==> config.mk <==
export PLATFORM = sky130hd
export DESIGN_NAME = tafu_alu
export DESIGN_NICKNAME = d
export VERILOG_FILES = /design/src/tafu_pkg.sv /design/src/tafu_shift.sv /design/src/tafu_alu.sv
export SDC_FILE = /design/constraint.sdc
export NUM_CORES = 2
export LEC_CHECK = 0
export BUFFER_PORTS_ARGS = -buffer_cell sky130_fd_sc_hd__buf_2
export CORE_ASPECT_RATIO = 1.2
export CORE_UTILIZATION = 67
export DETAILED_ROUTE_END_ITERATION = 10
export PLACE_DENSITY = 0.83
export SYNTH_ARGS = -nofsm -noshare
export SYNTH_HDL_FRONTEND = slang
export SYNTH_SLANG_ARGS = --single-unit
==> constraint.sdc <==
create_clock -name vclk -period 10.7
set_input_delay 0.535 -clock vclk [all_inputs]
set_output_delay 0.535 -clock vclk [all_outputs]
set_load 0.02 [all_outputs]
==> src/tafu_pkg.sv <==
// shared types, opcodes and widths for the thumb alu
`default_nettype none
package tafu_pkg;

	localparam int DW = 32;
	localparam int SHAMT_W = 8;
	localparam int NBYTES = DW / 8;
	localparam int NHALF = DW / 16;

	typedef enum logic [4:0] {
		MODE_ADD   = 5'd0,
		MODE_ADC   = 5'd1,
		MODE_SUB   = 5'd2,
		MODE_SBC   = 5'd3,
		MODE_NEG   = 5'd4,
		MODE_AND   = 5'd5,
		MODE_EOR   = 5'd6,
		MODE_ORR   = 5'd7,
		MODE_BIC   = 5'd8,
		MODE_MOV   = 5'd9,
		MODE_MVN   = 5'd10,
		MODE_MUL   = 5'd11,
		MODE_LSL   = 5'd12,
		MODE_LSR   = 5'd13,
		MODE_ASR   = 5'd14,
		MODE_ROR   = 5'd15,
		MODE_REV   = 5'd16,
		MODE_REV16 = 5'd17,
		MODE_REVSH = 5'd18,
		MODE_CMN   = 5'd19,
		MODE_CMP   = 5'd20,
		MODE_TST   = 5'd21
	} mode_t;

	typedef struct packed {
		logic [4:0]    mode;
		logic [DW-1:0] op_a;
		logic [DW-1:0] op_b;
		logic          carry_in;
		logic          overflow_in;
	} alu_in_t;

	typedef struct packed {
		logic [DW-1:0] result;
		logic          writes_result;
		logic          sets_flags;
		logic          flag_n;
		logic          flag_z;
		logic          flag_c;
		logic          flag_v;
	} alu_out_t;

	typedef struct packed {
		logic [DW-1:0] value;
		logic          carry;
	} shift_res_t;

endpackage
`default_nettype wire

==> src/tafu_shift.sv <==
// barrel shifter for lsl, lsr, asr and ror with shifter carry out
`default_nettype none
module tafu_shift
	import tafu_pkg::*;
(
	input  wire logic [4:0]         mode,
	input  wire logic [DW-1:0]      op_a,
	input  wire logic [SHAMT_W-1:0] amount,
	input  wire logic               carry_in,
	output shift_res_t              res
);

	logic [DW:0]     lsl_full;
	logic [DW:0]     lsr_full;
	logic [DW:0]     asr_full;
	logic [2*DW-1:0] ror_full;
	logic [DW-1:0]   ror_val;

	always_comb begin
		lsl_full = {1'b0, op_a} << amount;
		lsr_full = {op_a, 1'b0} >> amount;
		asr_full = $signed({op_a, 1'b0}) >>> amount;
		ror_full = {op_a, op_a} >> amount[$clog2(DW)-1:0];
		ror_val = ror_full[DW-1:0];

		res.value = op_a;
		res.carry = carry_in;
		case (mode)
			MODE_LSL: begin
				res.value = lsl_full[DW-1:0];
				if (amount != '0) res.carry = lsl_full[DW];
			end
			MODE_LSR: begin
				res.value = lsr_full[DW:1];
				if (amount != '0) res.carry = lsr_full[0];
			end
			MODE_ASR: begin
				res.value = asr_full[DW:1];
				if (amount != '0) res.carry = asr_full[0];
			end
			MODE_ROR: begin
				res.value = ror_val;
				if (amount != '0) res.carry = ror_val[DW-1];
			end
			default: begin
				res.value = op_a;
				res.carry = carry_in;
			end
		endcase
	end

endmodule
`default_nettype wire

==> src/tafu_alu.sv <==
// combinational datapath: adder, logic, multiply, shifts, byte reversal, flags
`default_nettype none
module tafu_alu
	import tafu_pkg::*;
(
	input  alu_in_t  op,
	output alu_out_t res
);

	logic [DW-1:0]   add_x;
	logic [DW-1:0]   add_y;
	logic            add_cin;
	logic [DW:0]     sum;
	logic            add_v;
	logic [2*DW-1:0] prod;
	logic [DW-1:0]   rev_val;
	logic [DW-1:0]   rev16_val;
	logic [DW-1:0]   val;
	logic            use_adder;
	logic            known;
	shift_res_t      sh;

	tafu_shift u_shift (
		.mode     (op.mode),
		.op_a     (op.op_a),
		.amount   (op.op_b[SHAMT_W-1:0]),
		.carry_in (op.carry_in),
		.res      (sh)
	);

	// adder operand select
	always_comb begin
		add_x = op.op_a;
		add_y = op.op_b;
		add_cin = 1'b0;
		use_adder = 1'b1;
		case (op.mode)
			MODE_ADD, MODE_CMN: begin
				add_y = op.op_b;
				add_cin = 1'b0;
			end
			MODE_ADC: add_cin = op.carry_in;
			MODE_SUB, MODE_CMP: begin
				add_y = ~op.op_b;
				add_cin = 1'b1;
			end
			MODE_SBC: begin
				add_y = ~op.op_b;
				add_cin = op.carry_in;
			end
			MODE_NEG: begin
				add_x = '0;
				add_y = ~op.op_a;
				add_cin = 1'b1;
			end
			default: use_adder = 1'b0;
		endcase
		sum = {1'b0, add_x} + {1'b0, add_y} + {{DW{1'b0}}, add_cin};
		add_v = (add_x[DW-1] == add_y[DW-1]) && (sum[DW-1] != add_x[DW-1]);
	end

	always_comb begin
		prod = op.op_a * op.op_b;
		for (int i = 0; i < NBYTES; i++) begin
			rev_val[8*i +: 8] = op.op_a[8*(NBYTES-1-i) +: 8];
		end
		for (int h = 0; h < NHALF; h++) begin
			rev16_val[16*h +: 16] = {op.op_a[16*h +: 8], op.op_a[16*h+8 +: 8]};
		end
	end

	always_comb begin
		val = '0;
		known = 1'b1;
		res.writes_result = 1'b1;
		res.sets_flags = 1'b0;
		res.flag_c = op.carry_in;
		res.flag_v = op.overflow_in;
		case (op.mode)
			MODE_ADD, MODE_ADC, MODE_SUB, MODE_SBC, MODE_NEG: val = sum[DW-1:0];
			MODE_AND:   val = op.op_a & op.op_b;
			MODE_EOR:   val = op.op_a ^ op.op_b;
			MODE_ORR:   val = op.op_a | op.op_b;
			MODE_BIC:   val = op.op_a & ~op.op_b;
			MODE_MOV:   val = op.op_a;
			MODE_MVN:   val = ~op.op_a;
			MODE_MUL:   val = prod[DW-1:0];
			MODE_LSL, MODE_LSR, MODE_ASR, MODE_ROR: begin
				val = sh.value;
				res.flag_c = sh.carry;
			end
			MODE_REV:   val = rev_val;
			MODE_REV16: val = rev16_val;
			MODE_REVSH: val = {{(DW-16){op.op_a[7]}}, op.op_a[7:0], op.op_a[15:8]};
			MODE_CMN, MODE_CMP: begin
				val = sum[DW-1:0];
				res.writes_result = 1'b0;
				res.sets_flags = 1'b1;
			end
			MODE_TST: begin
				val = op.op_a & op.op_b;
				res.writes_result = 1'b0;
				res.sets_flags = 1'b1;
			end
			default: begin
				known = 1'b0;
				res.writes_result = 1'b0;
			end
		endcase
		if (use_adder) begin
			res.flag_c = sum[DW];
			res.flag_v = add_v;
		end
		res.result = res.writes_result ? val : '0;
		res.flag_n = known & val[DW-1];
		res.flag_z = known & (val == '0);
	end

endmodule
`default_nettype wire

==> run summary, run 1 <==
cells after synthesis: 3738
Placed Area: 0.0290 mm^2
# resized after CTS: 0
Synth Area in Adders: 0.382
Post-Synth Simple-Gate Area: 0.208
XOR/XNOR Fraction of Synth Area: 0.0289
outcome: stopped before the end
Mean Syn Cell Area: 7.54 um^2
dpl hpwl: 118 mm
syn nets: 4422
Vert. Die Dim: 227 um
Overflow after GRT: 18
yosys warns: 0
compound-cell area share of the yosys netlist: 0.193
vias in the first global route: 36.0k
cell row count: 81
largest family of logic cells by synthesized area: adder cells
first error: [ERROR GRT-0116] Global routing finished with congestion. Check the congestion regions in the DRC Viewer.
Seq/Total Area, Yosys: 0
I/O pins: 109
global-route wire length before repair: 241 mm
Failed at: 5_1_grt
Hold-fix buffers, CTS: 0
post-CTS setup buffer count: 0
Distinct cells, synth: 90
largest net degree at the start of global routing: 67
mux contribution to synthesized area: 0.0783
Mapped Area: 0.0282 mm^2
Placer Congestion: 1.34
port bufs: 109
die extent in x: 189 um
Starting Density: 0.685
Global Route Usage Sum: 0.785
-- cell usage after synthesis (11+ instances only) --
cell type,instances,share of area
and2_1,69,0.015
clkbuf_1,203,0.027
nor2_1,459,0.061
xnor2_1,65,0.020
a22oi_1,25,0.0067
nor4_1,19,0.0042
o31ai_1,15,0.0040
a21oi_1,149,0.026
or2_2,11,0.0024
buf_1,39,0.0052
o22ai_1,46,0.010
mux2i_1,75,0.027
clkinv_1,15,0.0020
a2111oi_0,15,0.0047
o21ai_0,198,0.035
inv_1,445,0.059
o2111ai_1,25,0.0078
a221oi_1,30,0.0093
o21a_1,15,0.0040
mux4_2,48,0.038
mux2_2,23,0.0092
nand2_1,427,0.057
nand4_1,25,0.0056
o2bb2ai_1,11,0.0034
o221ai_1,16,0.0050
a31oi_1,34,0.0076
nand3b_1,16,0.0043
o211ai_1,33,0.0088
ha_1,203,0.090
nand3_1,69,0.012
and3_1,25,0.0056
buf_2,32,0.0057
a21o_1,23,0.0061
fa_1,410,0.29
xor2_1,28,0.0087
nor3_1,57,0.010
buf_4,24,0.0064
nor2b_1,22,0.0049
a211oi_1,39,0.010
nand2b_1,32,0.0071
-- cells by family after synthesis --
family	Yosys count
AOI/OAI and AO/OA	809
xor gates and xnor gates	93
and+or+nand+nor	1294
buffers and inverters	773
muxes	156
adders and majority gates	613
-- layer usage --
layer,overflow,track usage
met5,0,0.403
met4,7,0.745
met3,0,0.649
met2,11,0.939
met1,0,0.789
-- metrics by stage --
stage                     setup slack [ns]   util  hold WS (ns)  cells
after floorplan                       1.50      -          1.25   3738
after CTS                            0.829  0.704          1.41   4194
after detailed placement             0.830  0.704          1.40   4194
after global placement               0.927  0.704          1.39   4194
==> run 2: changes to the inputs <==
--- a/config.mk
+++ b/config.mk
@@ -6,10 +6,9 @@
 export NUM_CORES = 2
 export LEC_CHECK = 0
 export BUFFER_PORTS_ARGS = -buffer_cell sky130_fd_sc_hd__buf_2
-export CORE_ASPECT_RATIO = 1.2
-export CORE_UTILIZATION = 67
+export CORE_UTILIZATION = 40
 export DETAILED_ROUTE_END_ITERATION = 10
-export PLACE_DENSITY = 0.83
+export PLACE_DENSITY_LB_ADDON = 0.15
 export SYNTH_ARGS = -nofsm -noshare
 export SYNTH_HDL_FRONTEND = slang
 export SYNTH_SLANG_ARGS = --single-unit
==> run 2 against run 1 <==
The flow now finishes without violations. Synthesized cell count unchanged. Area after synthesis did not move.
==> run summary, run 2 <==
outcome: finished clean (was stopped before the end)
Hold Vio Cnt, Final: 0
Worst-Margin Slew: 1.45 ns
Final Setup Violations: 0
CP required: 10.17 ns
syn nets: 4422 (unchanged)
HP Start: op[0]
Seq/Total Area, Yosys: 0 (unchanged)
Inst Count DP: 4637 (was 4194)
Yosys top cell area share: 0.291 (unchanged)
Slew Limit Fails: 0
top routing layer in use: met5
Worst Hold End: res[0]
Fmax: 97.2 MHz
Worst Hold Class: in2out
Crit-path slowest cell: a211oi_1
DR vias: 31.7k
DRT antenna net count: 0
largest net degree at the start of global routing: 67
DR WL met3: 28.2 mm
post-synth top area cell: fa_1 (unchanged)
most frequent cell after synthesis: nor2_1 (unchanged)
vias in the first global route: 30.1k
Vert. Die Dim: 267 um (was 227 um)
Mapped Area: 0.0282 mm^2 (unchanged)
Area contributors post-synth: fa_1, ha_1, nor2_1 (unchanged)
Pre-Repair DR Iteration Count: 7
dpl hpwl: 137 mm (was 118 mm)
Overflow after GRT: 0
worst-path fanout max: 18
Fin Setup TNS: 0 ns
port bufs: 109 (unchanged)
Bufs and invs on worst path: 7
Worst setup SP type: primary input
RSZ-0062 raised after global routing: no
Post-route DRC: 0
WL met2: 68.9 mm
cells after synthesis: 3738 (unchanged)
commonest non-fill, non-tap cell in the layout: nor2_1
synth cell count leaders: nor2_1, inv_1, nand2_1, fa_1 (unchanged)
Placer Congestion: 1.11 (was 1.34)
Tcrit/Tclk final: 0.962
Setup CP Type: in2out
cell row count: 96 (was 81)
die extent in x: 267 um (was 189 um)
maxcap violations: 0
# resized after CTS: 0 (unchanged)
met1 wire length: 70.4 mm
Starting Density: 0.407 (was 0.685)
worst path arrival time: 9.76 ns
Worst setup EP type: output port
final-layout clock buffer total: 0
most frequent cells in the layout: nor2_1, inv_1, nand2_1
normalized max-slew margin: 0.0295
Hold Path Depth: 4
initial antenna violation count: 16
Post-Route WL: 179 mm
Critical Path Max Stage Delay: 0.75 ns
Fillers: 7423
Syn-to-layout area delta: 6.08%
Distinct cells, synth: 90 (unchanged)
Global Route Usage Sum: 0.497
layout cells sized above 1: 0.106
nets@finish: 4392
Avg WL per Cell: 38.6 um
Mean Syn Cell Area: 7.54 um^2 (unchanged)
Hold-fix buffers, CTS: 0 (unchanged)
post-layout min period: 10.29 ns
Initial DRC Count: 5358
yosys warns: 0 (unchanged)
I/O pins: 109 (unchanged)
Top cell by count, worst path: fa_1
DIE AREA: 0.0715 mm^2
FF+latch area: 0 um^2
Vias per Instance: 6.81
Final Instance Count excl. Fillers: 4646
core area: 0.0692 mm^2
post-CTS setup buffer count: 0 (unchanged)
FFs & Latches: 0
global-route wire length before repair: 244 mm
CP top delay family: adder cells
-- run 2: cell type report --
type / count / area [um^2] / area share
Tap cell: 931 / 1160 / 0.0390
Timing Repair Buffer: 275 / 1810 / 0.0604
Inverter: 466 / 1750 / 0.0586
Multi-Input combinational cell: 2965 / 25100 / 0.841
Antenna cell: 9 / 22.5 / 0.000754
-- run 2: worst max path at each step --
stage	depth (start not counted)	from	endpoint
floorplan	31	op[5]	res[2]
global placement	28	op[7]	res[2]
detailed placement	28	op[7]	res[2]
CTS	28	op[7]	res[2]
global route	29	op[7]	res[2]
finish	28	op[7]	res[2]
-- run 2: layer usage --
layer / GRT usage / up-vias
met1: 0.657 / 15787
met4: 0.256 / 22
met5: 0 / -
met2: 0.668 / 2588
met3: 0.228 / 626
li1: - / 12630
-- run 2: logic make-up (layout without fill, tap and decap cells) --
kind of cell,Yosys count,in the layout,share of synthesized area
buffers and inverters,773,741,0.110
XOR/XNOR,93,93,0.0289
AND/OR/NAND/NOR,1294,1294,0.208
AO/OA/AOI/OAI,809,809,0.193
adder cells (fa/ha/maj),613,613,0.382
multiplexers,156,156,0.0783
other,0,9,0
-- run 2: metrics by stage --
step / worst slack (ns) / hold WS, ns / instance area [um^2] / utilization
final: 0.408 / 1.41 / 29900 / 0.432
after global routing: 0.175 / 1.43 / 29900 / 0.432
after CTS: 0.597 / 1.40 / 29900 / 0.432
after detailed placement: 0.641 / 1.40 / 29900 / 0.432
after global placement: 0.832 / 1.40 / 29900 / 0.432
after floorplan: 1.50 / 1.25 / 28200 / -
